===== config.mk =====
export PLATFORM = sky130hd
export DESIGN_NAME = polyline_ribbon_quad_expander_flat
export DESIGN_NICKNAME = d
export VERILOG_FILES = /design/src/rtl/prqe_pkg.sv /design/src/rtl/prqe_point_if.sv /design/src/rtl/prqe_vert_if.sv /design/src/rtl/prqe_seg_unit.sv /design/src/rtl/polyline_ribbon_quad_expander.sv /design/src/flat_wrapper.sv
export SDC_FILE = /design/constraint.sdc
export NUM_CORES = 2
export LEC_CHECK = 0
export ABC_AREA = 1
export BUFFER_PORTS_ARGS = -buffer_cell sky130_fd_sc_hd__buf_2
export CORE_MARGIN = 4
export CORE_UTILIZATION = 66
export CTS_CLUSTER_DIAMETER = 80
export DETAILED_ROUTE_END_ITERATION = 12
export GPL_TIMING_DRIVEN = 0
export PLACE_DENSITY = 0.95
export SYNTH_ARGS = -nofsm -noshare
export SYNTH_HDL_FRONTEND = slang
export SYNTH_SLANG_ARGS = --single-unit

===== constraint.sdc =====
create_clock -name i_clk -period 28.7 [get_ports i_clk]
set_clock_uncertainty 0.05 [all_clocks]
set_input_delay 1.435 -clock i_clk [delete_from_list [all_inputs] [get_ports i_clk]]
set_output_delay 1.435 -clock i_clk [all_outputs]
set_load 0.02 [all_outputs]

===== src/rtl/prqe_pkg.sv =====
`timescale 1ns / 1ps
// ----------------------------------------------------------------------------
// prqe_pkg
// shared widths, types and codes of the polyline ribbon quad expander
// ----------------------------------------------------------------------------
package prqe_pkg;

    localparam int COORD_BITS = 32;
    localparam int UNIT_BITS  = 16;

    localparam int MAG_W   = COORD_BITS + 1;
    localparam int SQ_W    = 2 * MAG_W;
    localparam int ROOT_W  = COORD_BITS + 2;
    localparam int REM_W   = ROOT_W + 2;
    localparam int QUO_W   = UNIT_BITS - 1;
    localparam int CNT_W   = $clog2(MAG_W + 1);
    localparam int ADDR_W  = 2;
    localparam int ARC_W   = COORD_BITS + 2;

    localparam logic [ADDR_W-1:0] REG_Z_LEVEL = ADDR_W'(0);
    localparam logic [QUO_W-1:0]  UNIT_MAX    = {QUO_W{1'b1}};

    localparam logic [2:0] VX_A  = 3'd0;
    localparam logic [2:0] VX_B  = 3'd1;
    localparam logic [2:0] VX_C0 = 3'd2;
    localparam logic [2:0] VX_C1 = 3'd3;
    localparam logic [2:0] VX_B1 = 3'd4;
    localparam logic [2:0] VX_D  = 3'd5;

    typedef logic signed [COORD_BITS-1:0] t_coord;
    typedef logic signed [UNIT_BITS-1:0]  t_unit;

    typedef struct packed {
        logic             start;
        logic [MAG_W-1:0] ax;
        logic [MAG_W-1:0] ay;
    } t_seg_req;

    typedef struct packed {
        logic              done;
        logic [ROOT_W-1:0] len;
        logic [QUO_W-1:0]  qx;
        logic [QUO_W-1:0]  qy;
    } t_seg_rsp;

endpackage


===== src/rtl/prqe_point_if.sv =====
`timescale 1ns / 1ps
// ----------------------------------------------------------------------------
// prqe_point_if
// input point channel
// ----------------------------------------------------------------------------
interface prqe_point_if;
    logic            valid;
    logic            ready;
    prqe_pkg::t_coord point_x;
    prqe_pkg::t_coord point_y;
    logic            chain_start;
    logic            chain_end;
    logic            chain_closed;

    modport source (output valid, point_x, point_y, chain_start, chain_end, chain_closed,
                    input ready);
    modport sink   (input valid, point_x, point_y, chain_start, chain_end, chain_closed,
                    output ready);
endinterface


===== src/rtl/prqe_vert_if.sv =====
`timescale 1ns / 1ps
// ----------------------------------------------------------------------------
// prqe_vert_if
// output vertex channel
// ----------------------------------------------------------------------------
interface prqe_vert_if;
    logic                                valid;
    logic                                ready;
    prqe_pkg::t_coord                    vert_x;
    prqe_pkg::t_coord                    vert_y;
    prqe_pkg::t_coord                    vert_z;
    prqe_pkg::t_unit                     normal_x;
    prqe_pkg::t_unit                     normal_y;
    prqe_pkg::t_unit                     cap_x;
    prqe_pkg::t_unit                     cap_y;
    logic [prqe_pkg::COORD_BITS-1:0]     arc_pos;
    logic                                last_of_run;

    modport source (output valid, vert_x, vert_y, vert_z, normal_x, normal_y, cap_x, cap_y,
                    arc_pos, last_of_run, input ready);
    modport sink   (input valid, vert_x, vert_y, vert_z, normal_x, normal_y, cap_x, cap_y,
                    arc_pos, last_of_run, output ready);
endinterface


===== src/rtl/prqe_seg_unit.sv =====
`timescale 1ns / 1ps
// ----------------------------------------------------------------------------
// prqe_seg_unit
// bit-serial squares, restoring square root and two tangent divisions
// ----------------------------------------------------------------------------
module prqe_seg_unit (
    input  logic                 i_clk,
    input  logic                 i_rst_n,
    input  prqe_pkg::t_seg_req   i_req,
    output prqe_pkg::t_seg_rsp   o_rsp
);

    typedef enum logic [5:0] {
        U_IDLE = 6'b000001,
        U_MUL  = 6'b000010,
        U_SQRT = 6'b000100,
        U_RND  = 6'b001000,
        U_DIV  = 6'b010000,
        U_FIN  = 6'b100000
    } t_ustate;

    t_ustate                         r_st;
    logic [prqe_pkg::CNT_W-1:0]      r_cnt;
    logic [prqe_pkg::MAG_W-1:0]      r_mx, r_my, r_ax, r_ay;
    logic [prqe_pkg::SQ_W-1:0]       r_ax_sh, r_ay_sh, r_acc;
    logic [prqe_pkg::ROOT_W-1:0]     r_root, r_rx, r_ry;
    logic [prqe_pkg::REM_W-1:0]      r_rem;
    logic [prqe_pkg::QUO_W-1:0]      r_qx, r_qy;
    logic                            r_satx, r_saty, r_done;

    logic [prqe_pkg::REM_W-1:0]      n_rem_sh, n_trial;
    logic [prqe_pkg::ROOT_W-1:0]     n_len;
    logic [prqe_pkg::ROOT_W:0]       n_tx, n_ty, n_lenx;
    logic [prqe_pkg::QUO_W:0]        n_qx1, n_qy1;

    assign n_rem_sh = {r_rem[prqe_pkg::REM_W-3:0], r_acc[prqe_pkg::SQ_W-1 -: 2]};
    assign n_trial  = {r_root, 2'b01};
    assign n_len    = r_root + prqe_pkg::ROOT_W'(r_rem > {2'b00, r_root});
    assign n_lenx   = {1'b0, r_root};
    assign n_tx     = {r_rx, 1'b0};
    assign n_ty     = {r_ry, 1'b0};
    assign n_qx1    = {1'b0, r_qx} + (prqe_pkg::QUO_W+1)'(1);
    assign n_qy1    = {1'b0, r_qy} + (prqe_pkg::QUO_W+1)'(1);

    always_ff @(posedge i_clk) begin
        if (!i_rst_n) begin
            r_st   <= U_IDLE;
            r_done <= 1'b0;
            r_cnt  <= '0;
        end else begin
            r_done <= 1'b0;
            case (r_st)
                U_IDLE: begin
                    if (i_req.start) begin
                        r_mx    <= i_req.ax;
                        r_my    <= i_req.ay;
                        r_ax    <= i_req.ax;
                        r_ay    <= i_req.ay;
                        r_ax_sh <= prqe_pkg::SQ_W'(i_req.ax);
                        r_ay_sh <= prqe_pkg::SQ_W'(i_req.ay);
                        r_acc   <= '0;
                        r_cnt   <= '0;
                        r_st    <= U_MUL;
                    end
                end
                U_MUL: begin
                    r_acc   <= r_acc + (r_mx[0] ? r_ax_sh : '0) + (r_my[0] ? r_ay_sh : '0);
                    r_ax_sh <= r_ax_sh << 1;
                    r_ay_sh <= r_ay_sh << 1;
                    r_mx    <= r_mx >> 1;
                    r_my    <= r_my >> 1;
                    r_cnt   <= r_cnt + 1'b1;
                    if (r_cnt == prqe_pkg::CNT_W'(prqe_pkg::MAG_W - 1)) begin
                        r_cnt  <= '0;
                        r_rem  <= '0;
                        r_root <= '0;
                        r_st   <= U_SQRT;
                    end
                end
                U_SQRT: begin
                    if (n_rem_sh >= n_trial) begin
                        r_rem  <= n_rem_sh - n_trial;
                        r_root <= {r_root[prqe_pkg::ROOT_W-2:0], 1'b1};
                    end else begin
                        r_rem  <= n_rem_sh;
                        r_root <= {r_root[prqe_pkg::ROOT_W-2:0], 1'b0};
                    end
                    r_acc <= r_acc << 2;
                    r_cnt <= r_cnt + 1'b1;
                    if (r_cnt == prqe_pkg::CNT_W'(prqe_pkg::MAG_W - 1)) begin
                        r_cnt <= '0;
                        r_st  <= U_RND;
                    end
                end
                U_RND: begin
                    r_root <= n_len;
                    r_rx   <= prqe_pkg::ROOT_W'(r_ax);
                    r_ry   <= prqe_pkg::ROOT_W'(r_ay);
                    r_satx <= prqe_pkg::ROOT_W'(r_ax) >= n_len;
                    r_saty <= prqe_pkg::ROOT_W'(r_ay) >= n_len;
                    r_qx   <= '0;
                    r_qy   <= '0;
                    r_st   <= U_DIV;
                end
                U_DIV: begin
                    if (n_tx >= n_lenx) begin
                        r_rx <= prqe_pkg::ROOT_W'(n_tx - n_lenx);
                        r_qx <= {r_qx[prqe_pkg::QUO_W-2:0], 1'b1};
                    end else begin
                        r_rx <= prqe_pkg::ROOT_W'(n_tx);
                        r_qx <= {r_qx[prqe_pkg::QUO_W-2:0], 1'b0};
                    end
                    if (n_ty >= n_lenx) begin
                        r_ry <= prqe_pkg::ROOT_W'(n_ty - n_lenx);
                        r_qy <= {r_qy[prqe_pkg::QUO_W-2:0], 1'b1};
                    end else begin
                        r_ry <= prqe_pkg::ROOT_W'(n_ty);
                        r_qy <= {r_qy[prqe_pkg::QUO_W-2:0], 1'b0};
                    end
                    r_cnt <= r_cnt + 1'b1;
                    if (r_cnt == prqe_pkg::CNT_W'(prqe_pkg::QUO_W - 1)) begin
                        r_cnt <= '0;
                        r_st  <= U_FIN;
                    end
                end
                U_FIN: begin
                    if (r_satx || (n_tx >= n_lenx && n_qx1[prqe_pkg::QUO_W]))
                        r_qx <= prqe_pkg::UNIT_MAX;
                    else if (n_tx >= n_lenx)
                        r_qx <= n_qx1[prqe_pkg::QUO_W-1:0];
                    if (r_saty || (n_ty >= n_lenx && n_qy1[prqe_pkg::QUO_W]))
                        r_qy <= prqe_pkg::UNIT_MAX;
                    else if (n_ty >= n_lenx)
                        r_qy <= n_qy1[prqe_pkg::QUO_W-1:0];
                    r_done <= 1'b1;
                    r_st   <= U_IDLE;
                end
                default: r_st <= U_IDLE;
            endcase
        end
    end

    assign o_rsp.done = r_done;
    assign o_rsp.len  = r_root;
    assign o_rsp.qx   = r_qx;
    assign o_rsp.qy   = r_qy;

endmodule


===== src/rtl/polyline_ribbon_quad_expander.sv =====
`timescale 1ns / 1ps
// ----------------------------------------------------------------------------
// polyline_ribbon_quad_expander
// expands polyline points into six-vertex quads per segment
// ----------------------------------------------------------------------------
// points enter on i_point, one word per valid/ready handshake; vertices leave
// on o_vert, six words per nonzero segment, last_of_run on the final word of
// each input point. z_level is written through the apb port at address 0.
// a point that opens a chain is taken and gives no word.
// a segment runs through the serial unit: setup, bit-serial squaring,
// restoring square root, rounding of the length and the two tangent
// divisions, then the six words are handed out. a closing point with two
// nonzero segments runs the unit twice. the arithmetic unit and the single
// vertex register set the rate. a new point is taken once the last word of
// the previous one sits in the output register, so that word and the next
// computation overlap. reset closes any chain, clears the arc total and
// z_level and empties the output register. a stalled receiver holds the
// output word and the sequencer waits at the next word; nothing is dropped.
// ----------------------------------------------------------------------------
module polyline_ribbon_quad_expander (
    input  logic                              i_clk,
    input  logic                              i_rst_n,
    input  logic                              psel,
    input  logic                              penable,
    input  logic                              pwrite,
    input  logic [prqe_pkg::ADDR_W-1:0]       paddr,
    input  logic [31:0]                       pwdata,
    output logic [31:0]                       prdata,
    output logic                              pready,
    prqe_point_if.sink                        i_point,
    prqe_vert_if.source                       o_vert
);

    typedef enum logic [2:0] {
        S_IDLE = 3'b001,
        S_CALC = 3'b010,
        S_EMIT = 3'b100
    } t_state;

    t_state                              r_state, n_state;
    prqe_pkg::t_coord                    r_prev_x, r_prev_y, r_first_x, r_first_y, r_z;
    prqe_pkg::t_coord                    r_x0, r_y0, r_x1, r_y1;
    logic [prqe_pkg::COORD_BITS-1:0]     r_arc, r_arc0, r_arc1;
    logic                                r_in_chain, r_more, r_req_start;
    logic [2:0]                          r_k;
    prqe_pkg::t_unit                     r_tx, r_ty;

    logic                                r_ov, r_olast;
    prqe_pkg::t_coord                    r_ox, r_oy;
    prqe_pkg::t_unit                     r_onx, r_ony, r_ocx, r_ocy;
    logic [prqe_pkg::COORD_BITS-1:0]     r_oarc;

    prqe_pkg::t_seg_req                  w_req;
    prqe_pkg::t_seg_rsp                  w_rsp;

    logic                                w_acc, w_load, w_seg0_nz, w_cls_nz, w_is_end, w_neg;
    logic signed [prqe_pkg::COORD_BITS:0] w_dx, w_dy;
    logic [prqe_pkg::ARC_W-1:0]          w_arc_sum;
    prqe_pkg::t_unit                     w_tx, w_ty, w_nx, w_ny;

    assign pready = 1'b1;
    assign prdata = (paddr == prqe_pkg::REG_Z_LEVEL) ? 32'(r_z) : 32'd0;

    assign i_point.ready = (r_state == S_IDLE);
    assign w_acc = i_point.valid && i_point.ready;

    assign w_seg0_nz = (i_point.point_x != r_prev_x) || (i_point.point_y != r_prev_y);
    assign w_cls_nz  = i_point.chain_end && i_point.chain_closed &&
                       ((i_point.point_x != r_first_x) || (i_point.point_y != r_first_y));

    assign w_dx = (prqe_pkg::COORD_BITS+1)'(r_x1) - (prqe_pkg::COORD_BITS+1)'(r_x0);
    assign w_dy = (prqe_pkg::COORD_BITS+1)'(r_y1) - (prqe_pkg::COORD_BITS+1)'(r_y0);

    assign w_req.start = r_req_start;
    assign w_req.ax    = w_dx[prqe_pkg::COORD_BITS] ? prqe_pkg::MAG_W'(-w_dx)
                                                    : prqe_pkg::MAG_W'(w_dx);
    assign w_req.ay    = w_dy[prqe_pkg::COORD_BITS] ? prqe_pkg::MAG_W'(-w_dy)
                                                    : prqe_pkg::MAG_W'(w_dy);

    prqe_seg_unit u_seg (
        .i_clk   (i_clk),
        .i_rst_n (i_rst_n),
        .i_req   (w_req),
        .o_rsp   (w_rsp)
    );

    assign w_tx = w_dx[prqe_pkg::COORD_BITS] ? -prqe_pkg::UNIT_BITS'({1'b0, w_rsp.qx})
                                             :  prqe_pkg::UNIT_BITS'({1'b0, w_rsp.qx});
    assign w_ty = w_dy[prqe_pkg::COORD_BITS] ? -prqe_pkg::UNIT_BITS'({1'b0, w_rsp.qy})
                                             :  prqe_pkg::UNIT_BITS'({1'b0, w_rsp.qy});
    assign w_arc_sum = prqe_pkg::ARC_W'(r_arc) + prqe_pkg::ARC_W'(w_rsp.len);

    assign w_nx = -r_ty;
    assign w_ny = r_tx;

    always_comb begin
        case (r_k)
            prqe_pkg::VX_A:  begin w_is_end = 1'b0; w_neg = 1'b0; end
            prqe_pkg::VX_B:  begin w_is_end = 1'b0; w_neg = 1'b1; end
            prqe_pkg::VX_C0: begin w_is_end = 1'b1; w_neg = 1'b0; end
            prqe_pkg::VX_C1: begin w_is_end = 1'b1; w_neg = 1'b0; end
            prqe_pkg::VX_B1: begin w_is_end = 1'b0; w_neg = 1'b1; end
            prqe_pkg::VX_D:  begin w_is_end = 1'b1; w_neg = 1'b1; end
            default:         begin w_is_end = 1'b0; w_neg = 1'b0; end
        endcase
    end

    assign w_load = (r_state == S_EMIT) && (!r_ov || o_vert.ready);

    always_comb begin
        n_state = r_state;
        case (r_state)
            S_IDLE: begin
                if (w_acc && !(i_point.chain_start || !r_in_chain) && (w_seg0_nz || w_cls_nz))
                    n_state = S_CALC;
            end
            S_CALC: begin
                if (w_rsp.done)
                    n_state = S_EMIT;
            end
            S_EMIT: begin
                if (w_load && r_k == prqe_pkg::VX_D)
                    n_state = r_more ? S_CALC : S_IDLE;
            end
            default: n_state = S_IDLE;
        endcase
    end

    always_ff @(posedge i_clk) begin
        if (!i_rst_n) begin
            r_state     <= S_IDLE;
            r_prev_x    <= '0;
            r_prev_y    <= '0;
            r_first_x   <= '0;
            r_first_y   <= '0;
            r_arc       <= '0;
            r_in_chain  <= 1'b0;
            r_z         <= '0;
            r_more      <= 1'b0;
            r_req_start <= 1'b0;
            r_k         <= prqe_pkg::VX_A;
            r_ov        <= 1'b0;
        end else begin
            r_state     <= n_state;
            r_req_start <= 1'b0;

            if (psel && penable && pwrite && pready && paddr == prqe_pkg::REG_Z_LEVEL)
                r_z <= prqe_pkg::t_coord'(pwdata);

            if (w_acc) begin
                r_prev_x <= i_point.point_x;
                r_prev_y <= i_point.point_y;
                if (i_point.chain_start || !r_in_chain) begin
                    r_first_x  <= i_point.point_x;
                    r_first_y  <= i_point.point_y;
                    r_arc      <= '0;
                    r_in_chain <= !i_point.chain_end;
                end else begin
                    if (i_point.chain_end)
                        r_in_chain <= 1'b0;
                    if (w_seg0_nz) begin
                        r_x0   <= r_prev_x;
                        r_y0   <= r_prev_y;
                        r_x1   <= i_point.point_x;
                        r_y1   <= i_point.point_y;
                        r_more <= w_cls_nz;
                    end else begin
                        r_x0   <= i_point.point_x;
                        r_y0   <= i_point.point_y;
                        r_x1   <= r_first_x;
                        r_y1   <= r_first_y;
                        r_more <= 1'b0;
                    end
                    r_req_start <= w_seg0_nz || w_cls_nz;
                end
            end

            if (r_state == S_CALC && w_rsp.done) begin
                r_tx   <= w_tx;
                r_ty   <= w_ty;
                r_arc0 <= r_arc;
                if (w_arc_sum[prqe_pkg::ARC_W-1 -: 2] != 2'b00) begin
                    r_arc1 <= '1;
                    r_arc  <= '1;
                end else begin
                    r_arc1 <= w_arc_sum[prqe_pkg::COORD_BITS-1:0];
                    r_arc  <= w_arc_sum[prqe_pkg::COORD_BITS-1:0];
                end
                r_k <= prqe_pkg::VX_A;
            end

            if (o_vert.ready)
                r_ov <= 1'b0;

            if (w_load) begin
                r_ov    <= 1'b1;
                r_ox    <= w_is_end ? r_x1 : r_x0;
                r_oy    <= w_is_end ? r_y1 : r_y0;
                r_onx   <= w_neg ? -w_nx : w_nx;
                r_ony   <= w_neg ? -w_ny : w_ny;
                r_ocx   <= w_is_end ? r_tx : -r_tx;
                r_ocy   <= w_is_end ? r_ty : -r_ty;
                r_oarc  <= w_is_end ? r_arc1 : r_arc0;
                r_olast <= (r_k == prqe_pkg::VX_D) && !r_more;
                r_k     <= r_k + 3'd1;
                if (r_k == prqe_pkg::VX_D) begin
                    if (r_more) begin
                        r_x0        <= r_x1;
                        r_y0        <= r_y1;
                        r_x1        <= r_first_x;
                        r_y1        <= r_first_y;
                        r_more      <= 1'b0;
                        r_req_start <= 1'b1;
                    end
                end
            end
        end
    end

    assign o_vert.valid       = r_ov;
    assign o_vert.vert_x      = r_ox;
    assign o_vert.vert_y      = r_oy;
    assign o_vert.vert_z      = r_z;
    assign o_vert.normal_x    = r_onx;
    assign o_vert.normal_y    = r_ony;
    assign o_vert.cap_x       = r_ocx;
    assign o_vert.cap_y       = r_ocy;
    assign o_vert.arc_pos     = r_oarc;
    assign o_vert.last_of_run = r_olast;

    a_done_in_calc: assert property (@(posedge i_clk) disable iff (!i_rst_n)
        w_rsp.done |-> r_state == S_CALC)
        else $error("segment result outside calc");

    a_len_nonzero: assert property (@(posedge i_clk) disable iff (!i_rst_n)
        w_rsp.done |-> w_rsp.len != '0)
        else $error("zero length for nonzero segment");

    a_last_flag: assert property (@(posedge i_clk) disable iff (!i_rst_n)
        (w_load && r_k == prqe_pkg::VX_D && !r_more) |=> (o_vert.valid && o_vert.last_of_run))
        else $error("final word of run lacks last flag");

endmodule


===== src/flat_wrapper.sv =====
// flat-port wrapper written by rule: the top's interface ports become plain ports
module polyline_ribbon_quad_expander_flat 
  (i_clk, i_rst_n, psel, penable, pwrite, paddr, pwdata, prdata, pready, i_point_valid, i_point_point_x, i_point_point_y, i_point_chain_start, i_point_chain_end, i_point_chain_closed, i_point_ready, o_vert_valid, o_vert_vert_x, o_vert_vert_y, o_vert_vert_z, o_vert_normal_x, o_vert_normal_y, o_vert_cap_x, o_vert_cap_y, o_vert_arc_pos, o_vert_last_of_run, o_vert_ready);
  prqe_point_if i_point_i ();
  prqe_vert_if o_vert_i ();
  input  logic i_clk;
  input  logic i_rst_n;
  input  logic psel;
  input  logic penable;
  input  logic pwrite;
  input  logic [prqe_pkg::ADDR_W-1:0] paddr;
  input  logic [31:0] pwdata;
  output logic [31:0] prdata;
  output logic pready;
  input wire logic [$bits(i_point_i.valid)-1:0] i_point_valid;
  input wire logic [$bits(i_point_i.point_x)-1:0] i_point_point_x;
  input wire logic [$bits(i_point_i.point_y)-1:0] i_point_point_y;
  input wire logic [$bits(i_point_i.chain_start)-1:0] i_point_chain_start;
  input wire logic [$bits(i_point_i.chain_end)-1:0] i_point_chain_end;
  input wire logic [$bits(i_point_i.chain_closed)-1:0] i_point_chain_closed;
  output wire logic [$bits(i_point_i.ready)-1:0] i_point_ready;
  output wire logic [$bits(o_vert_i.valid)-1:0] o_vert_valid;
  output wire logic [$bits(o_vert_i.vert_x)-1:0] o_vert_vert_x;
  output wire logic [$bits(o_vert_i.vert_y)-1:0] o_vert_vert_y;
  output wire logic [$bits(o_vert_i.vert_z)-1:0] o_vert_vert_z;
  output wire logic [$bits(o_vert_i.normal_x)-1:0] o_vert_normal_x;
  output wire logic [$bits(o_vert_i.normal_y)-1:0] o_vert_normal_y;
  output wire logic [$bits(o_vert_i.cap_x)-1:0] o_vert_cap_x;
  output wire logic [$bits(o_vert_i.cap_y)-1:0] o_vert_cap_y;
  output wire logic [$bits(o_vert_i.arc_pos)-1:0] o_vert_arc_pos;
  output wire logic [$bits(o_vert_i.last_of_run)-1:0] o_vert_last_of_run;
  input wire logic [$bits(o_vert_i.ready)-1:0] o_vert_ready;
  assign i_point_i.valid = i_point_valid;
  assign i_point_i.point_x = i_point_point_x;
  assign i_point_i.point_y = i_point_point_y;
  assign i_point_i.chain_start = i_point_chain_start;
  assign i_point_i.chain_end = i_point_chain_end;
  assign i_point_i.chain_closed = i_point_chain_closed;
  assign i_point_ready = i_point_i.ready;
  assign o_vert_valid = o_vert_i.valid;
  assign o_vert_vert_x = o_vert_i.vert_x;
  assign o_vert_vert_y = o_vert_i.vert_y;
  assign o_vert_vert_z = o_vert_i.vert_z;
  assign o_vert_normal_x = o_vert_i.normal_x;
  assign o_vert_normal_y = o_vert_i.normal_y;
  assign o_vert_cap_x = o_vert_i.cap_x;
  assign o_vert_cap_y = o_vert_i.cap_y;
  assign o_vert_arc_pos = o_vert_i.arc_pos;
  assign o_vert_last_of_run = o_vert_i.last_of_run;
  assign o_vert_i.ready = o_vert_ready;
  polyline_ribbon_quad_expander u_core (.i_clk(i_clk), .i_rst_n(i_rst_n), .psel(psel), .penable(penable), .pwrite(pwrite), .paddr(paddr), .pwdata(pwdata), .prdata(prdata), .pready(pready), .i_point(i_point_i), .o_vert(o_vert_i));
endmodule

==> results.json <==
{
  "fin_crit_ns": 7.123,
  "syn_inst": 9533,
  "status": "finished, violations left",
  "root_buffer": "clkbuf_16",
  "post_cts_buffers": 0,
  "port_buffers": 328,
  "cts.htree.levels": 3,
  "dieArea_um2": 115500,
  "final_hold_viol_count": 0,
  "area_growth_pct": 10.90,
  "r2r_setup_slack_ns": 21.58,
  "antenna_found_initial": 27,
  "grt.total_usage_pct": 44.87,
  "report.final.slew_viol_count": 5,
  "post-route-cell-area_um2": 80570,
  "grt-ovfl-total": 0,
  "slew-limit-headroom_pct": -7.639,
  "maxCapViolations": 1,
  "gp_congestion": 1.063,
  "drive_gt1_share_pct": 6.969,
  "die_h_um": 339.8,
  "slowest_delay_ns": 0.77,
  "grt_setup_unrepaired": "no",
  "ys_types": 65,
  "yosys-top-cells-area": "edfxtp_1, nand2_1, dfxtp_1, inv_1, ha_1",
  "synth_ff_type": "edfxtp_1",
  "yosysWarnings": 0,
  "tritoncts": "done",
  "async_flop_share_pct": 0,
  "grt_max_degree": 79,
  "worst_ep_required_time_ns": 29.27,
  "irDropWorstVdd_v": 0.00005772,
  "placementRows": 121,
  "wl_per_cell_um": 23.30,
  "via_per_inst": 6.288,
  "cellLeakagePower_nw": 36.15,
  "startpoint_type": "register",
  "slowest_stage": "edfxtp_1",
  "cts.clk_slew.worst_paths_ns": 0.07,
  "remaining_drc_errors": 1,
  "pwr_density_cell_nw_per_um2": 55.79,
  "core_region_area_um2": 109000,
  "initial_core_util_pct": 66.65,
  "crit_fanout": 7,
  "synth_edf_count": 883,
  "clkSinkCount": 1098,
  "routed_wl_um": 268800,
  "fmax_ghz": 0.1404,
  "cp-end-kind": "register",
  "crit_arrival_ns": 7.69,
  "cts_resized": 0,
  "synth_nets": 10040,
  "fin_crit_sh_pct": 24.82,
  "die_x_um": 339.8,
  "ys_ff_latch": 1098,
  "vias": 72560,
  "nets": 10510,
  "tns_ns": 0,
  "synth.avg_cell_area_um2": 7.621,
  "finish.utilization_pct": 73.92,
  "cts_buffer_depth": 3,
  "clock_latency_ns": 0.78,
  "synth_top_cell_by_area": "edfxtp_1",
  "dr.first_iter.drc_count": 11220,
  "max_slew.worst_pin.slew_ns": 1.602,
  "failed_checks": "design-rule violations, max-capacitance violations, max-slew violations",
  "min_path_type": "reg2reg",
  "cts_buffers": 114,
  "dr.pass1.iters": 13,
  "ios": 336,
  "syn-cell-area_um2": 72650,
  "synth_top_area_share_pct": 36.50,
  "dpl_cell_area_um2": 76650,
  "seq_area_frac_synth_pct": 42.42,
  "ctsHoldBuffers": 0,
  "setup_viol": 0,
  "hpwl_um": 203100,
  "hold_slack_ns": 0.4176,
  "postRouteAntennaNets": 0,
  "grt_pass1_vias": 68040,
  "crit_type": "reg2reg",
  "crit_top_cell": "nand2_1",
  "power.total_w": 0.004495,
  "grt_pass1_wl_um": 397400
}
per-stage QoR:
step	std cells	setup WS, ns
2_1_floorplan	9533	16.28
3_3_place_gp	11280	9.686
3_5_place_dp	11300	21.89
4_1_cts	11520	21.81
5_1_grt	11530	21.41
6_report	11540	21.58
cell usage in the layout (no fill, tap or decap), drive strengths merged, types with 3 or more instances in the layout:
| cell | count |
|---|---|
| xnor2 | 140 |
| a31oi | 56 |
| a211oi | 15 |
| clkbuf | 377 |
| o221ai | 4 |
| buf | 437 |
| nand3b | 29 |
| o31ai | 3 |
| a21o | 45 |
| a21boi | 16 |
| a41oi | 3 |
| o211ai | 28 |
| nand3 | 340 |
| bufinv | 7 |
| diode | 23 |
| clkinvlp | 7 |
| a221oi | 10 |
| a21oi | 657 |
| edfxtp | 883 |
| nand2 | 2866 |
| o22ai | 38 |
| ha | 327 |
| inv | 1164 |
| and2 | 10 |
| fa | 71 |
| o21a | 12 |
| or2 | 17 |
| nor4 | 17 |
| nor3 | 114 |
| nand4 | 85 |
| clkinv | 51 |
| o21bai | 33 |
| dfxtp | 215 |
| o21ai | 870 |
| xor2 | 242 |
| nor2 | 897 |
logic make-up after synthesis:
kind of cell / share of synthesized area [%]
AND/OR/NAND/NOR: 24.26
AO/OA/AOI/OAI: 13.28
buffers and inverters: 7.788
flip-flops: 42.42
adder cells (fa/ha/maj): 7.588
XOR/XNOR: 4.662
other: 0.005161
critical path, delay by kind of cell, from the launching register on:
kind	cells	cell delay, ns
xor gates and xnor gates	1	0.59
AOI/OAI and AO/OA	5	0.59
and+or+nand+nor	21	3.04
buffers and inverters	4	0.77
DFF	1	0.77
adders and majority gates	4	1.18
area by class of cell:
class | count | area, um2
Inverter | 1159 | 4350
Sequential cell | 1098 | 30820
Tap cell | 1414 | 1769
Buffer | 315 | 1311
Fill cell | 8037 | 28430
Clock buffer | 148 | 3143
Antenna cell | 23 | 57.56
Clock inverter | 70 | 726.9
Multi-Input combinational cell | 6961 | 36250
Timing Repair Buffer | 351 | 2142
registers in the layout, summed over array words and instances, names as in the netlist, 33 cells and up:
register              count
u_core.u_seg.r_acc       66
u_core.u_seg.r_ax        33
u_core.u_seg.r_ax_sh     66
u_core.u_seg.r_ay        33
u_core.u_seg.r_ay_sh     66
u_core.u_seg.r_mx        33
u_core.u_seg.r_my        33
u_core.u_seg.r_rem       36
u_core.u_seg.r_root      34
u_core.u_seg.r_rx        34
u_core.u_seg.r_ry        34
report_power, final:
group,switching (W),total [W],internal [W]
clock,0.000707,0.00155,0.000847
combinational,0.000749,0.00104,0.000294
sequential,0.0000638,0.00190,0.00183
metal layers:
metal / vias to the layer above / part of all wire (%) / global-route usage (%)
li1: 32350 / - / -
met1: 33440 / 35 / 56.18
met2: 5467 / 44 / 69.66
met3: 1301 / 13 / 11.32
met4: 6 / 8.0 / 28.53
met5: - / 0.013 / 0
synthesized netlist by cell type (13+ instances only):
master       n
a211oi_1    15
a21boi_0    15
a21o_1      45
a21oi_1    652
a31oi_1     56
buf_1       14
buf_2       61
clkbuf_1   229
dfxtp_1    215
edfxtp_1   883
fa_1        71
ha_1       327
inv_1     1143
inv_2       13
nand2_1   2843
nand2_2     23
nand3_1    333
nand3b_1    29
nand4_1     85
nor2_1     880
nor2_2      14
nor3_1     110
nor4_1      16
o211ai_1    28
o21ai_0    817
o21ai_1     53
o21bai_1    33
o22ai_1     38
or2_2       14
xnor2_1    139
xor2_1     239
final timing paths:
path | cells past startpoint | startpoint | end
worst max-delay path | 35 | u_core.u_seg.r_root[1]$_DFFE_PP_ | u_core.u_seg.r_satx$_DFFE_PP_
worst min-delay path | 2 | u_core.o_vert.vert_z[17]$_SDFFE_PN0P_ | u_core.o_vert.vert_z[17]$_SDFFE_PN0P_
worst max register to register | 35 | u_core.u_seg.r_root[1]$_DFFE_PP_ | u_core.u_seg.r_satx$_DFFE_PP_
worst min register to register | 2 | u_core.o_vert.vert_z[17]$_SDFFE_PN0P_ | u_core.o_vert.vert_z[17]$_SDFFE_PN0P_
Power figures use the tool's default switching activity.
